[src/md5sh_pkg.sv]
package md5sh_pkg;

   // datapath commands, one group per cycle from the controller
   typedef struct packed {
      logic       load_byte;
      logic       pad;
      logic       clear_block;
      logic       write_len;
      logic       start_round;
      logic       round_a;
      logic       round_b;
      logic       chain_add;
      logic       reinit;
      logic [5:0] round;
      logic [1:0] word_sel;
   } md5sh_cmd_type;

   // datapath status back to the controller
   typedef struct packed {
      logic [5:0] fill;
   } md5sh_status_type;

   localparam logic [31:0] CHAIN_INIT [4] = '{
      32'h67452301, 32'hefcdab89, 32'h98badcfe, 32'h10325476
   };

   localparam logic [31:0] ROUND_ADD [64] = '{
      32'hd76aa478, 32'he8c7b756, 32'h242070db, 32'hc1bdceee,
      32'hf57c0faf, 32'h4787c62a, 32'ha8304613, 32'hfd469501,
      32'h698098d8, 32'h8b44f7af, 32'hffff5bb1, 32'h895cd7be,
      32'h6b901122, 32'hfd987193, 32'ha679438e, 32'h49b40821,
      32'hf61e2562, 32'hc040b340, 32'h265e5a51, 32'he9b6c7aa,
      32'hd62f105d, 32'h02441453, 32'hd8a1e681, 32'he7d3fbc8,
      32'h21e1cde6, 32'hc33707d6, 32'hf4d50d87, 32'h455a14ed,
      32'ha9e3e905, 32'hfcefa3f8, 32'h676f02d9, 32'h8d2a4c8a,
      32'hfffa3942, 32'h8771f681, 32'h6d9d6122, 32'hfde5380c,
      32'ha4beea44, 32'h4bdecfa9, 32'hf6bb4b60, 32'hbebfbc70,
      32'h289b7ec6, 32'heaa127fa, 32'hd4ef3085, 32'h04881d05,
      32'hd9d4d039, 32'he6db99e5, 32'h1fa27cf8, 32'hc4ac5665,
      32'hf4292244, 32'h432aff97, 32'hab9423a7, 32'hfc93a039,
      32'h655b59c3, 32'h8f0ccc92, 32'hffeff47d, 32'h85845dd1,
      32'h6fa87e4f, 32'hfe2ce6e0, 32'ha3014314, 32'h4e0811a1,
      32'hf7537e82, 32'hbd3af235, 32'h2ad7d2bb, 32'heb86d391
   };

   // rotate amounts, indexed by {round group, round mod 4}
   localparam logic [4:0] ROT_AMOUNT [16] = '{
      5'd7, 5'd12, 5'd17, 5'd22,
      5'd5, 5'd9,  5'd14, 5'd20,
      5'd4, 5'd11, 5'd16, 5'd23,
      5'd6, 5'd10, 5'd15, 5'd21
   };

   localparam logic [7:0] PAD_BYTE   = 8'h80;
   localparam logic [5:0] FILL_FULL  = 6'h3f;
   localparam logic [5:0] PAD_LIMIT  = 6'd56;
   localparam logic [5:0] LAST_ROUND = 6'd63;
   localparam logic [1:0] LAST_WORD  = 2'd3;

endpackage

[src/md5sh_req_if.sv]
interface md5sh_req_if;
   logic       valid;
   logic       ready;
   logic [7:0] data_byte;
   logic       has_byte;
   logic       end_of_message;

   modport source (output valid, data_byte, has_byte, end_of_message, input ready);
   modport sink (input valid, data_byte, has_byte, end_of_message, output ready);
endinterface

[src/md5sh_rsp_if.sv]
interface md5sh_rsp_if;
   logic        valid;
   logic        ready;
   logic [31:0] digest_word;
   logic [1:0]  word_number;
   logic        last_word;

   modport source (output valid, digest_word, word_number, last_word, input ready);
   modport sink (input valid, digest_word, word_number, last_word, output ready);
endinterface

[src/md5sh_datapath.sv]
module md5sh_datapath (
   input  logic                        clock,
   input  logic                        reset,
   input  md5sh_pkg::md5sh_cmd_type    cmd,
   input  logic [7:0]                  data_byte,
   output md5sh_pkg::md5sh_status_type status,
   output logic [31:0]                 digest
);
   import md5sh_pkg::*;

   logic [31:0] chain_ff [4];
   logic [31:0] block_ff [16];
   logic [63:0] total_ff;
   logic [31:0] a_ff, b_ff, c_ff, d_ff;
   logic [31:0] sum_ff;

   logic [1:0]  grp;
   logic [3:0]  idx;
   logic [31:0] f_val;
   logic [3:0]  g_idx;
   logic [4:0]  rot_s;
   logic [63:0] rot_wide;
   logic [5:0]  fill;
   logic [3:0]  fill_w;
   logic [1:0]  fill_b;

   // merge one byte into a word; the first byte of a word clears the rest
   function automatic logic [31:0] place_byte(input logic [31:0] word,
                                              input logic [7:0]  val,
                                              input logic [1:0]  sh);
      logic [31:0] res;
      case (sh)
         2'd0:    res = {24'b0, val};
         2'd1:    res = word | {16'b0, val, 8'b0};
         2'd2:    res = word | {8'b0, val, 16'b0};
         2'd3:    res = word | {val, 24'b0};
         default: res = word;
      endcase
      return res;
   endfunction

   assign fill   = total_ff[5:0];
   assign fill_w = fill[5:2];
   assign fill_b = fill[1:0];

   assign status.fill = fill;
   assign digest      = chain_ff[cmd.word_sel];

   // round function and message word select
   assign grp = cmd.round[5:4];
   assign idx = cmd.round[3:0];

   always_comb begin
      case (grp)
         2'd0: begin
            f_val = d_ff ^ (b_ff & (c_ff ^ d_ff));
            g_idx = idx;
         end
         2'd1: begin
            f_val = c_ff ^ (d_ff & (b_ff ^ c_ff));
            g_idx = 4'(4'd5 * idx + 4'd1);
         end
         2'd2: begin
            f_val = b_ff ^ c_ff ^ d_ff;
            g_idx = 4'(4'd3 * idx + 4'd5);
         end
         default: begin
            f_val = c_ff ^ (b_ff | ~d_ff);
            g_idx = 4'(4'd7 * idx);
         end
      endcase
   end

   // left rotate of the round sum
   assign rot_s    = ROT_AMOUNT[{grp, cmd.round[1:0]}];
   assign rot_wide = {sum_ff, sum_ff} << rot_s;

   // chaining words and byte count
   always_ff @(posedge clock) begin
      if (reset) begin
         for (int k = 0; k < 4; k++) begin
            chain_ff[k] <= CHAIN_INIT[k];
         end
         total_ff <= '0;
      end else begin
         if (cmd.load_byte) begin
            total_ff <= total_ff + 64'd1;
         end
         if (cmd.chain_add) begin
            chain_ff[0] <= chain_ff[0] + a_ff;
            chain_ff[1] <= chain_ff[1] + b_ff;
            chain_ff[2] <= chain_ff[2] + c_ff;
            chain_ff[3] <= chain_ff[3] + d_ff;
         end
         if (cmd.reinit) begin
            for (int k = 0; k < 4; k++) begin
               chain_ff[k] <= CHAIN_INIT[k];
            end
            total_ff <= '0;
         end
      end
   end

   // message block words
   always_ff @(posedge clock) begin
      if (cmd.load_byte) begin
         block_ff[fill_w] <= place_byte(block_ff[fill_w], data_byte, fill_b);
      end
      if (cmd.pad) begin
         for (int j = 0; j < 16; j++) begin
            if (4'(j) == fill_w) begin
               block_ff[j] <= place_byte(block_ff[j], PAD_BYTE, fill_b);
            end else if (5'(j) > {1'b0, fill_w}) begin
               block_ff[j] <= '0;
            end
         end
      end
      if (cmd.clear_block) begin
         for (int j = 0; j < 16; j++) begin
            block_ff[j] <= '0;
         end
      end
      if (cmd.write_len) begin
         block_ff[14] <= {total_ff[28:0], 3'b000};
         block_ff[15] <= total_ff[60:29];
      end
   end

   // working variables; each round is a sum step followed by a rotate-and-shift step
   always_ff @(posedge clock) begin
      if (cmd.start_round) begin
         a_ff <= chain_ff[0];
         b_ff <= chain_ff[1];
         c_ff <= chain_ff[2];
         d_ff <= chain_ff[3];
      end
      if (cmd.round_a) begin
         sum_ff <= a_ff + f_val + ROUND_ADD[cmd.round] + block_ff[g_idx];
      end
      if (cmd.round_b) begin
         a_ff <= d_ff;
         d_ff <= c_ff;
         c_ff <= b_ff;
         b_ff <= b_ff + rot_wide[63:32];
      end
   end

endmodule

[src/md5sh_ctrl.sv]
module md5sh_ctrl (
   input  logic                        clock,
   input  logic                        reset,
   input  logic                        req_valid,
   input  logic                        req_has_byte,
   input  logic                        req_end,
   output logic                        req_ready,
   input  logic                        rsp_ready,
   output logic                        rsp_valid,
   output logic [1:0]                  rsp_word,
   output logic                        rsp_last,
   input  md5sh_pkg::md5sh_status_type status,
   output md5sh_pkg::md5sh_cmd_type    cmd
);
   import md5sh_pkg::*;

   typedef enum logic [2:0] {
      S_IDLE,
      S_PAD,
      S_CLEAR,
      S_LENGTH,
      S_ROUND_A,
      S_ROUND_B,
      S_CHAIN,
      S_EMIT
   } state_type;

   state_type  state_ff;
   state_type  resume_ff;
   logic [5:0] round_ff;
   logic [1:0] word_ff;
   logic       rsp_valid_ff;
   logic       block_full;

   assign req_ready  = (state_ff == S_IDLE);
   assign rsp_valid  = rsp_valid_ff;
   assign rsp_word   = word_ff;
   assign rsp_last   = (word_ff == LAST_WORD);
   assign block_full = req_has_byte && (status.fill == FILL_FULL);

   // sequencer
   always_ff @(posedge clock) begin
      if (reset) begin
         state_ff     <= S_IDLE;
         resume_ff    <= S_IDLE;
         round_ff     <= '0;
         word_ff      <= '0;
         rsp_valid_ff <= 1'b0;
      end else begin
         case (state_ff)
            S_IDLE: begin
               if (req_valid) begin
                  if (block_full) begin
                     state_ff  <= S_ROUND_A;
                     round_ff  <= '0;
                     resume_ff <= req_end ? S_PAD : S_IDLE;
                  end else if (req_end) begin
                     state_ff <= S_PAD;
                  end
               end
            end
            S_PAD: begin
               if (status.fill >= PAD_LIMIT) begin
                  state_ff  <= S_ROUND_A;
                  round_ff  <= '0;
                  resume_ff <= S_CLEAR;
               end else begin
                  state_ff <= S_LENGTH;
               end
            end
            S_CLEAR: begin
               state_ff <= S_LENGTH;
            end
            S_LENGTH: begin
               state_ff  <= S_ROUND_A;
               round_ff  <= '0;
               resume_ff <= S_EMIT;
            end
            S_ROUND_A: begin
               state_ff <= S_ROUND_B;
            end
            S_ROUND_B: begin
               if (round_ff == LAST_ROUND) begin
                  state_ff <= S_CHAIN;
               end else begin
                  round_ff <= round_ff + 6'd1;
                  state_ff <= S_ROUND_A;
               end
            end
            S_CHAIN: begin
               state_ff <= resume_ff;
               if (resume_ff == S_EMIT) begin
                  rsp_valid_ff <= 1'b1;
                  word_ff      <= '0;
               end
            end
            S_EMIT: begin
               if (rsp_ready) begin
                  if (word_ff == LAST_WORD) begin
                     rsp_valid_ff <= 1'b0;
                     state_ff     <= S_IDLE;
                  end else begin
                     word_ff <= word_ff + 2'd1;
                  end
               end
            end
            default: begin
               state_ff <= S_IDLE;
            end
         endcase
      end
   end

   // datapath commands
   always_comb begin
      cmd          = '0;
      cmd.round    = round_ff;
      cmd.word_sel = word_ff;
      case (state_ff)
         S_IDLE: begin
            cmd.load_byte   = req_valid && req_has_byte;
            cmd.start_round = req_valid && block_full;
         end
         S_PAD: begin
            cmd.pad         = 1'b1;
            cmd.start_round = (status.fill >= PAD_LIMIT);
         end
         S_CLEAR: begin
            cmd.clear_block = 1'b1;
         end
         S_LENGTH: begin
            cmd.write_len   = 1'b1;
            cmd.start_round = 1'b1;
         end
         S_ROUND_A: begin
            cmd.round_a = 1'b1;
         end
         S_ROUND_B: begin
            cmd.round_b = 1'b1;
         end
         S_CHAIN: begin
            cmd.chain_add = 1'b1;
         end
         S_EMIT: begin
            cmd.reinit = rsp_ready && (word_ff == LAST_WORD);
         end
         default: begin
            cmd.round = round_ff;
         end
      endcase
   end

   // the input side and the digest output are never open together
   assert property (@(posedge clock) disable iff (reset)
      !(req_ready && rsp_valid_ff))
      else $error("input accepted while digest pending");

   // chain update follows the last round only
   assert property (@(posedge clock) disable iff (reset)
      (state_ff == S_CHAIN) |-> ($past(state_ff) == S_ROUND_B && $past(round_ff) == LAST_ROUND))
      else $error("chain update before round 63");

   // digest always starts at word A
   assert property (@(posedge clock) disable iff (reset)
      $rose(rsp_valid_ff) |-> (word_ff == 2'd0))
      else $error("digest does not start at word A");

   // after the D word the block is back to accepting bytes
   assert property (@(posedge clock) disable iff (reset)
      (rsp_valid_ff && rsp_ready && word_ff == LAST_WORD) |=>
         (state_ff == S_IDLE && !rsp_valid_ff))
      else $error("no return to idle after last digest word");

endmodule

[src/md5_stream_hasher_top.sv]
// MD5 digest of a byte stream.
// req_chan: one item per transfer; has_byte adds data_byte to the message,
//   end_of_message closes the message after that byte (an item with no byte
//   and no end changes nothing).
// rsp_chan: four transfers per message, words A, B, C, D with word_number
//   0..3 and last_word on D. Digest bytes are taken low byte first.
// Throughput: one byte per cycle while a 64-byte block fills. Each full block
//   holds off input while the compression runs its 64 rounds, each a sum step
//   then a rotate step through one rotate unit, and then the chain add.
// From the end item to word A: pad, length write, compression; a block filled
//   by the end item is compressed first, and one more compression follows
//   when the pad and length need an extra block.
// When rsp_chan stalls, the digest words wait and no input is taken; after
//   the D word transfers the chaining state and byte count go back to their
//   initial values and input resumes the next cycle.
// Reset (synchronous): loads the initial chaining words, clears the byte
//   count and returns to accepting input; no clearing pass is needed.
module md5_stream_hasher_top (
   input logic         clock,
   input logic         reset,
   md5sh_req_if.sink   req_chan,
   md5sh_rsp_if.source rsp_chan
);
   import md5sh_pkg::*;

   md5sh_cmd_type    cmd;
   md5sh_status_type status;

   // sequencer
   md5sh_ctrl u_ctrl (
      .clock        (clock),
      .reset        (reset),
      .req_valid    (req_chan.valid),
      .req_has_byte (req_chan.has_byte),
      .req_end      (req_chan.end_of_message),
      .req_ready    (req_chan.ready),
      .rsp_ready    (rsp_chan.ready),
      .rsp_valid    (rsp_chan.valid),
      .rsp_word     (rsp_chan.word_number),
      .rsp_last     (rsp_chan.last_word),
      .status       (status),
      .cmd          (cmd)
   );

   // block buffer, round unit and chaining state
   md5sh_datapath u_datapath (
      .clock     (clock),
      .reset     (reset),
      .cmd       (cmd),
      .data_byte (req_chan.data_byte),
      .status    (status),
      .digest    (rsp_chan.digest_word)
   );

endmodule
[src/flat_wrapper.sv]
// flat-port wrapper written by rule: the top's interface ports become plain ports
module md5_stream_hasher_top_flat import md5sh_pkg::*;
  (clock, reset, req_chan_valid, req_chan_data_byte, req_chan_has_byte, req_chan_end_of_message, req_chan_ready, rsp_chan_valid, rsp_chan_digest_word, rsp_chan_word_number, rsp_chan_last_word, rsp_chan_ready);
  md5sh_req_if req_chan_i ();
  md5sh_rsp_if rsp_chan_i ();
  input logic clock;
  input logic reset;
  input wire logic [$bits(req_chan_i.valid)-1:0] req_chan_valid;
  input wire logic [$bits(req_chan_i.data_byte)-1:0] req_chan_data_byte;
  input wire logic [$bits(req_chan_i.has_byte)-1:0] req_chan_has_byte;
  input wire logic [$bits(req_chan_i.end_of_message)-1:0] req_chan_end_of_message;
  output wire logic [$bits(req_chan_i.ready)-1:0] req_chan_ready;
  output wire logic [$bits(rsp_chan_i.valid)-1:0] rsp_chan_valid;
  output wire logic [$bits(rsp_chan_i.digest_word)-1:0] rsp_chan_digest_word;
  output wire logic [$bits(rsp_chan_i.word_number)-1:0] rsp_chan_word_number;
  output wire logic [$bits(rsp_chan_i.last_word)-1:0] rsp_chan_last_word;
  input wire logic [$bits(rsp_chan_i.ready)-1:0] rsp_chan_ready;
  assign req_chan_i.valid = req_chan_valid;
  assign req_chan_i.data_byte = req_chan_data_byte;
  assign req_chan_i.has_byte = req_chan_has_byte;
  assign req_chan_i.end_of_message = req_chan_end_of_message;
  assign req_chan_ready = req_chan_i.ready;
  assign rsp_chan_valid = rsp_chan_i.valid;
  assign rsp_chan_digest_word = rsp_chan_i.digest_word;
  assign rsp_chan_word_number = rsp_chan_i.word_number;
  assign rsp_chan_last_word = rsp_chan_i.last_word;
  assign rsp_chan_i.ready = rsp_chan_ready;
  md5_stream_hasher_top u_core (.clock(clock), .reset(reset), .req_chan(req_chan_i), .rsp_chan(rsp_chan_i));
endmodule
[config.mk]
export PLATFORM = sky130hd
export DESIGN_NAME = md5_stream_hasher_top_flat
export DESIGN_NICKNAME = d
export VERILOG_FILES = /design/src/md5sh_pkg.sv /design/src/md5sh_req_if.sv /design/src/md5sh_rsp_if.sv /design/src/md5sh_datapath.sv /design/src/md5sh_ctrl.sv /design/src/md5_stream_hasher_top.sv /design/src/flat_wrapper.sv
export SDC_FILE = /design/constraint.sdc
export NUM_CORES = 2
export LEC_CHECK = 0
export ABC_AREA = 1
export BUFFER_PORTS_ARGS = -buffer_cell sky130_fd_sc_hd__buf_2
export CAP_MARGIN = 10
export CORE_MARGIN = 2
export CORE_UTILIZATION = 35
export CTS_BUF_LIST = sky130_fd_sc_hd__clkbuf_4
export DETAILED_ROUTE_END_ITERATION = 12
export HOLD_SLACK_MARGIN = 0.05
export PLACE_DENSITY = 0.53
export RECOVER_POWER = 50
export SYNTH_ARGS = -nofsm -noshare
export SYNTH_HDL_FRONTEND = slang
export SYNTH_SLANG_ARGS = --single-unit
[constraint.sdc]
create_clock -name clock -period 6.6 [get_ports clock]
set_clock_uncertainty 0.2 [all_clocks]
set_input_delay 0.66 -clock clock [delete_from_list [all_inputs] [get_ports clock]]
set_output_delay 0.66 -clock clock [all_outputs]
set_load 0.01 [all_outputs]
# Word-level counts from Yosys, hierarchy flattened
# Memory sizes are Yosys's and may differ from the RTL's. A register that Yosys moved wholly into a read port is not among the register bits.
# Cells that the tools add are included.
[classes] div=0 n_shift=1 muxes=434 reduce_logical=83 n_mul=3 eq_ne=184 order_cmp=18 n_addsub=13 n_bitwise=221
[ops] op="one-hot mux 32 bit (4 select lines)" n=17
[ops] op="two-way mux 32 bit" n=52
[ops] op="two-way mux 15 bit" n=33
[ops] op="two-way mux 7 bit" n=66
[ops] op="!= test 3 bit (second input constant)" n=144
[ops] op="adder 32 bit" n=8
[ops] op="two-way mux 1 bit" n=233
[ops] op="bitwise OR 1 bit" n=206
[ops] op="bitwise XOR 32 bit" n=6
[ops] op="AND reduction 3 bit" n=48
[ops] op="one-hot mux 32 bit (3 select lines)" n=1
[ops] op="AND reduction 4 bit" n=20
[ops] op="adder 64 x 1 -> 64 bit (second input constant)" n=1
[ops] op="AND 32 bit" n=2
[ops] op="bitwise OR 32 bit" n=2
[ops] op="left shift 64 x 5 -> 64 bit" n=1
[ops] op="== test 4 bit (first input constant)" n=8
[ops] op="greater-than comparator 4 bit (first input constant)" n=8
[ops] op="inverter 32 bit" n=1
[ops] op="bitwise OR 32 x 16 -> 32 bit" n=1
[ops] op="bitwise OR 32 x 24 -> 32 bit" n=1
[ops] op="OR reduction 32 bit" n=1
[ops] op="two-way mux 6 bit" n=5
[ops] op="two-way mux 3 bit" n=9
[ops] op="45 further kinds" n=83
[word_totals] mem_bits_rw=640 latchBits=0 mem_bits_ro=2128 memories=4 reg_bits=239
[memory_table] name="(no name shown)" words=64 word_bits=32 read_ports=1 rd_clocked_by_memory_dff=0 write_ports=0 line="md5sh_datapath.sv:138" text="sum_ff <= a_ff + f_val + ROUND_ADD[cmd.round] + block_ff[g_idx];"
[memory_table] name="u_core.u_datapath.block_ff" words=16 word_bits=32 read_ports=2 rd_clocked_by_memory_dff=1 write_ports=16 line="md5sh_datapath.sv:12" text="logic [31:0] block_ff [16];"
[memory_table] name="u_core.u_datapath.chain_ff" words=4 word_bits=32 read_ports=5 rd_clocked_by_memory_dff=1 write_ports=4 line="md5sh_datapath.sv:11" text="logic [31:0] chain_ff [4];"
[memory_table] name="(no name shown)" words=16 word_bits=5 read_ports=1 rd_clocked_by_memory_dff=0 write_ports=0 line="md5sh_datapath.sv:75" text="assign rot_s = ROT_AMOUNT[{grp, cmd.round[1:0]}];"

# Logic depth before layout (Yosys ltp)
[depth] ltp_word=8 ltp_mapped=32 mapped_depth_nobuf=30

# Modules after synthesis
# Synthesis repeated with hierarchy kept, for this count alone.
[hier_totals] cells_unflattened=9541 area_unflattened_um2=63792.4
[by_module_without_submodules] module="md5sh_datapath" cells_each=9390 instances=1 area_per_inst_um2=62747.7
[by_module_without_submodules] module="md5sh_ctrl" cells_each=151 instances=1 area_per_inst_um2=1044.8

# Worst setup path before layout
# Ideal clock, no wire load.
[synth_timing] path_kind="flip-flop to flip-flop" from="reg u_core.u_ctrl.round_ff[2]" to="reg u_core.u_datapath.sum_ff[23] (data pin)" setup_time_ns=0.259 period_less_slack_ns=5.608 stages_incl_launch_ff=26 t_arrival_ns=5.149 required_ns=6.141 path_buffers=3 slack_ns=0.992 cell_sequence="dfxtp_1 buf_4 inv_1 clkbuf_1 fa_1 inv_1 ha_1 xor2_1 inv_1 o21ai_0 a21oi_1 a31oi_2 clkbuf_1 a31oi_1 a32oi_1 fa_1 ha_1 fa_1 nand3_1 nand2_1 a21oi_1 o21ai_0 a21oi_1 o21bai_1 a21oi_1 xnor2_1"
[synth_between] elab_chain_len=6
[synth_lines] item="from (decl)" line="md5sh_ctrl.sv:30" text="logic [5:0] round_ff;"
[synth_lines] item="from (signal assigned)" line="md5sh_ctrl.sv:86" text="round_ff <= round_ff + 6'd1;"
[synth_lines] item="parallel branches: the longest is 5 deep, another holds memory (16 x 32 bit)"
[synth_lines] item="adder 32 bit *" line="md5sh_datapath.sv:138"
[synth_lines] item="to (signal assigned)" line="md5sh_datapath.sv:138"
[synth_lines] item="to (decl)" line="md5sh_datapath.sv:15" text="logic [31:0] sum_ff;"
# Mark *: on every way between the ends. The select of a mux whose other input is x is not followed.
# A chain may end at the register's enable or synchronous reset.

==> run metrics <==
status complete, but fails checks; Cell Pwr Density 297 mW/mm²; EDFF count, synth 672; CTS tree built; Setup Buffers After CTS 0; Synth cell types 73; Setup TNS 0 ps; Crit-path slowest cell nor2_1; commonest non-fill, non-tap cell in the layout nand2_1; FP Rows 156; final hold vios 0; Post-Route Hold Slack 178 ps; Pleak 28.8 nW; Tcrit/Tclk final 0.983; Critical Path, Cell by Cell inv_1 > ha_1 > nor2_1 > inv_1 > nor2_4 > nor2_1 > nand2_1 > nor2_1 > inv_2 > nor2_1; Critical Path Source Type flop; core area 0.181 mm²; crit path kind flop to flop; final worst setup slack 114 ps; Critical path buffers and inverters 3; filler instances 19000; setup violators final 0; Skew-Pair Late Insertion Delay 1380 ps; RSZ-0062 raised after global routing no; Tot GR Track Use 0.324; HPWL after DPL 222 mm; IO Pins 51; Area Overhead vs Synth 10.2%; Seq pwr share 0.406; Die Y 431 µm; fraction of registers with async set/reset 0; HP Class primary input to flop; final critical-path required period 6490 ps; Post-Syn Area 0.0639 mm²; Stages on worst setup path 10; Clock Path Buffers 4; Least-Margin Pin Slew 3960 ps; P_int 12.4 mW; CTS H-tree depth 5; switching part of the total 0.410; DRT Wirelength 311 mm; CP Data Required Time 7590 ps; wire per inst 27.5 µm; DRT antenna net count 0; TritonRoute pass-1 iters 6; number of antenna violations at the first check in global routing 17; die width 431 µm; die area 0.186 mm²; routability cong. 1.03; Fmax 154 MHz; port bufs 50; Residual DRC 0; WHS Path Cells 3; share of layout cells above drive strength 1 0.0948; Sw Pwr 8.59 mW; root buffer cell clkbuf_4; sequential-to-total area share from yosys stat 0.381; number of global-route vias before repair 63000; Max Cap Viol 21; worst relative slew slack -1.64; DRT iter0 DRCs 8570; cell count after synthesis 8681; top cell type's share of synthesized area 0.316; warnings from Yosys 0; clk sinks 882; Crit. End Element flop; worst r2r path cells 10; CP top delay family simple AND/OR/NAND/NOR gates; failing checks capacitance limit, slew limit; slowest stage delay, CP 2240 ps; Final nets 9056; gr ovfl total 0; Gate power share 0.319; Top cell by count, worst path nor2_1; Clock Power Share 0.276; Num CTS Buffers 287; pre-CTS setup slack 510 ps; maximum VDD drop 0.595 mV; top cells by area, synth edfxtp_1, nand2_1, o21ai_0; flip-flop and latch count after synthesis 882; first-pass GRT wire length 442 mm; WP data arrival 7470 ps; Mean Syn Cell Area 7.36 µm²; syn_nets 8983; starting density of the core 0.353; Vias 67400; Clock Pin Slew Worst Setup and Hold Paths 60 ps; top_reg_cell synth edfxtp_1; highest-count cells in the layout ignoring fill and taps nand2_1, nor2_1, o21ai_0, a21oi_1, inv_1; DR vias/cell 5.95; Slew Viols, Final 830; pin count of the biggest net entering global routing 126; area leader, netlist edfxtp_1; CP max FO 20
-- worst paths after layout --
| check | start | end | slack [ps] |
|---|---|---|---|
| max | u_core.u_datapath.total_ff[1]$_SDFFE_PP0P_ | u_core.u_datapath.block_ff[13][13]$_SDFFCE_PP0P_ | 110 |
| min | reset | u_core.u_ctrl.round_ff[1]$_SDFFE_PP0P_ | 180 |
| max reg2reg | u_core.u_datapath.total_ff[1]$_SDFFE_PP0P_ | u_core.u_datapath.block_ff[13][13]$_SDFFCE_PP0P_ | 110 |
| min reg2reg | u_core.u_ctrl.rsp_valid$_SDFFE_PP0P_ | u_core.u_ctrl.rsp_valid$_SDFFE_PP0P_ | 280 |
-- per-layer routing --
metal	up-vias	share of wire	global-route usage
met1	32200	0.40	0.432
met3	847	0.11	0.0736
li1	30200	-	-
met2	4156	0.42	0.472
met4	6	0.071	0.205
met5	-	0.00011	0
-- final cells by class --
type                       instances  area [µm²]  area share
clock buffer                     444        3330      0.0473
antenna                            9        22.5    0.000320
timing repair buffer             253        1990      0.0282
sequential                       882       24400       0.346
multi-input combinational       6506       34500       0.489
clock inverter                    37         168     0.00238
inverter                         824        3110      0.0441
tap                             2370        2970      0.0421
-- stage by stage --
stage          std cells  power [mW]  cell area [µm²]   util
5_1_grt            11300        21.8            70500  0.389
2_1_floorplan       8681        12.0            63900      -
3_3_place_gp       10800        15.0            67000  0.370
3_5_place_dp       10800        15.0            67000  0.370
6_report           11300        20.9            70500  0.389
4_1_cts            11300        20.8            70700  0.390
-- logic make-up after synthesis --
logic type | after synthesis | share of synthesized area
AND/OR/NAND/NOR | 3503 | 0.227
AO/OA/AOI/OAI | 2578 | 0.226
buffers and inverters | 1293 | 0.0810
flip-flops | 882 | 0.381
adder cells (fa/ha/maj) | 288 | 0.0645
XOR/XNOR | 102 | 0.0140
multiplexers | 35 | 0.00587
-- registers in the layout, summed over array words and instances, names as in the netlist, 6 cells and up, named ones only --
signal and flops:
u_core.u_datapath.block_ff 512, u_core.u_datapath.total_ff 61, u_core.u_datapath.sum_ff 32, u_core.u_datapath.d_ff 32, u_core.u_ctrl.round_ff 6, u_core.u_datapath.chain_ff 128, u_core.u_datapath.a_ff 32, u_core.u_datapath.b_ff 32
u_core.u_datapath.c_ff 32
-- power groups by stage --
| stage | clock (mW) | combinational [mW] | sequential (mW) |
|---|---|---|---|
| 6_report | 5.77 | 6.68 | 8.50 |
| 5_1_grt | 6.12 | 7.11 | 8.58 |
| 2_1_floorplan | 0 | 3.80 | 8.22 |
| 3_5_place_dp | 0 | 6.48 | 8.51 |
| 3_3_place_gp | 0 | 6.47 | 8.51 |
| 4_1_cts | 5.84 | 6.52 | 8.41 |
-- tightest hold or removal path, cell delays in order --
cell           delay [ps]
dlygate4sd3_1         530
buf_2                 280
nor2_1                150
-- Yosys cell counts (all sizes together) (9+ instances only) --
cell type     n
a211oi       13
a21o         34
a21oi       864
a22o          9
a22oi        15
a31oi        64
buf         195
clkbuf      274
dfxtp       210
edfxtp      672
fa           69
ha          219
inv         816
mux2         20
mux2i        15
nand2      1463
nand3       451
nand3b       11
nand4        44
nor2       1341
nor3         86
nor4         21
o2111ai      13
o211ai      125
o21a         14
o21ai      1121
o21bai       28
o221ai      103
o22ai        91
o311ai        9
o31ai        45
or2          73
xnor2        33
xor2         69
-- repair_timing --
action,CTS,global route
resized for setup,0,0
hold buffers,20,0
endpoints found under the hold margin,384,0
Note: power is estimated with default switching activity, not from simulation.
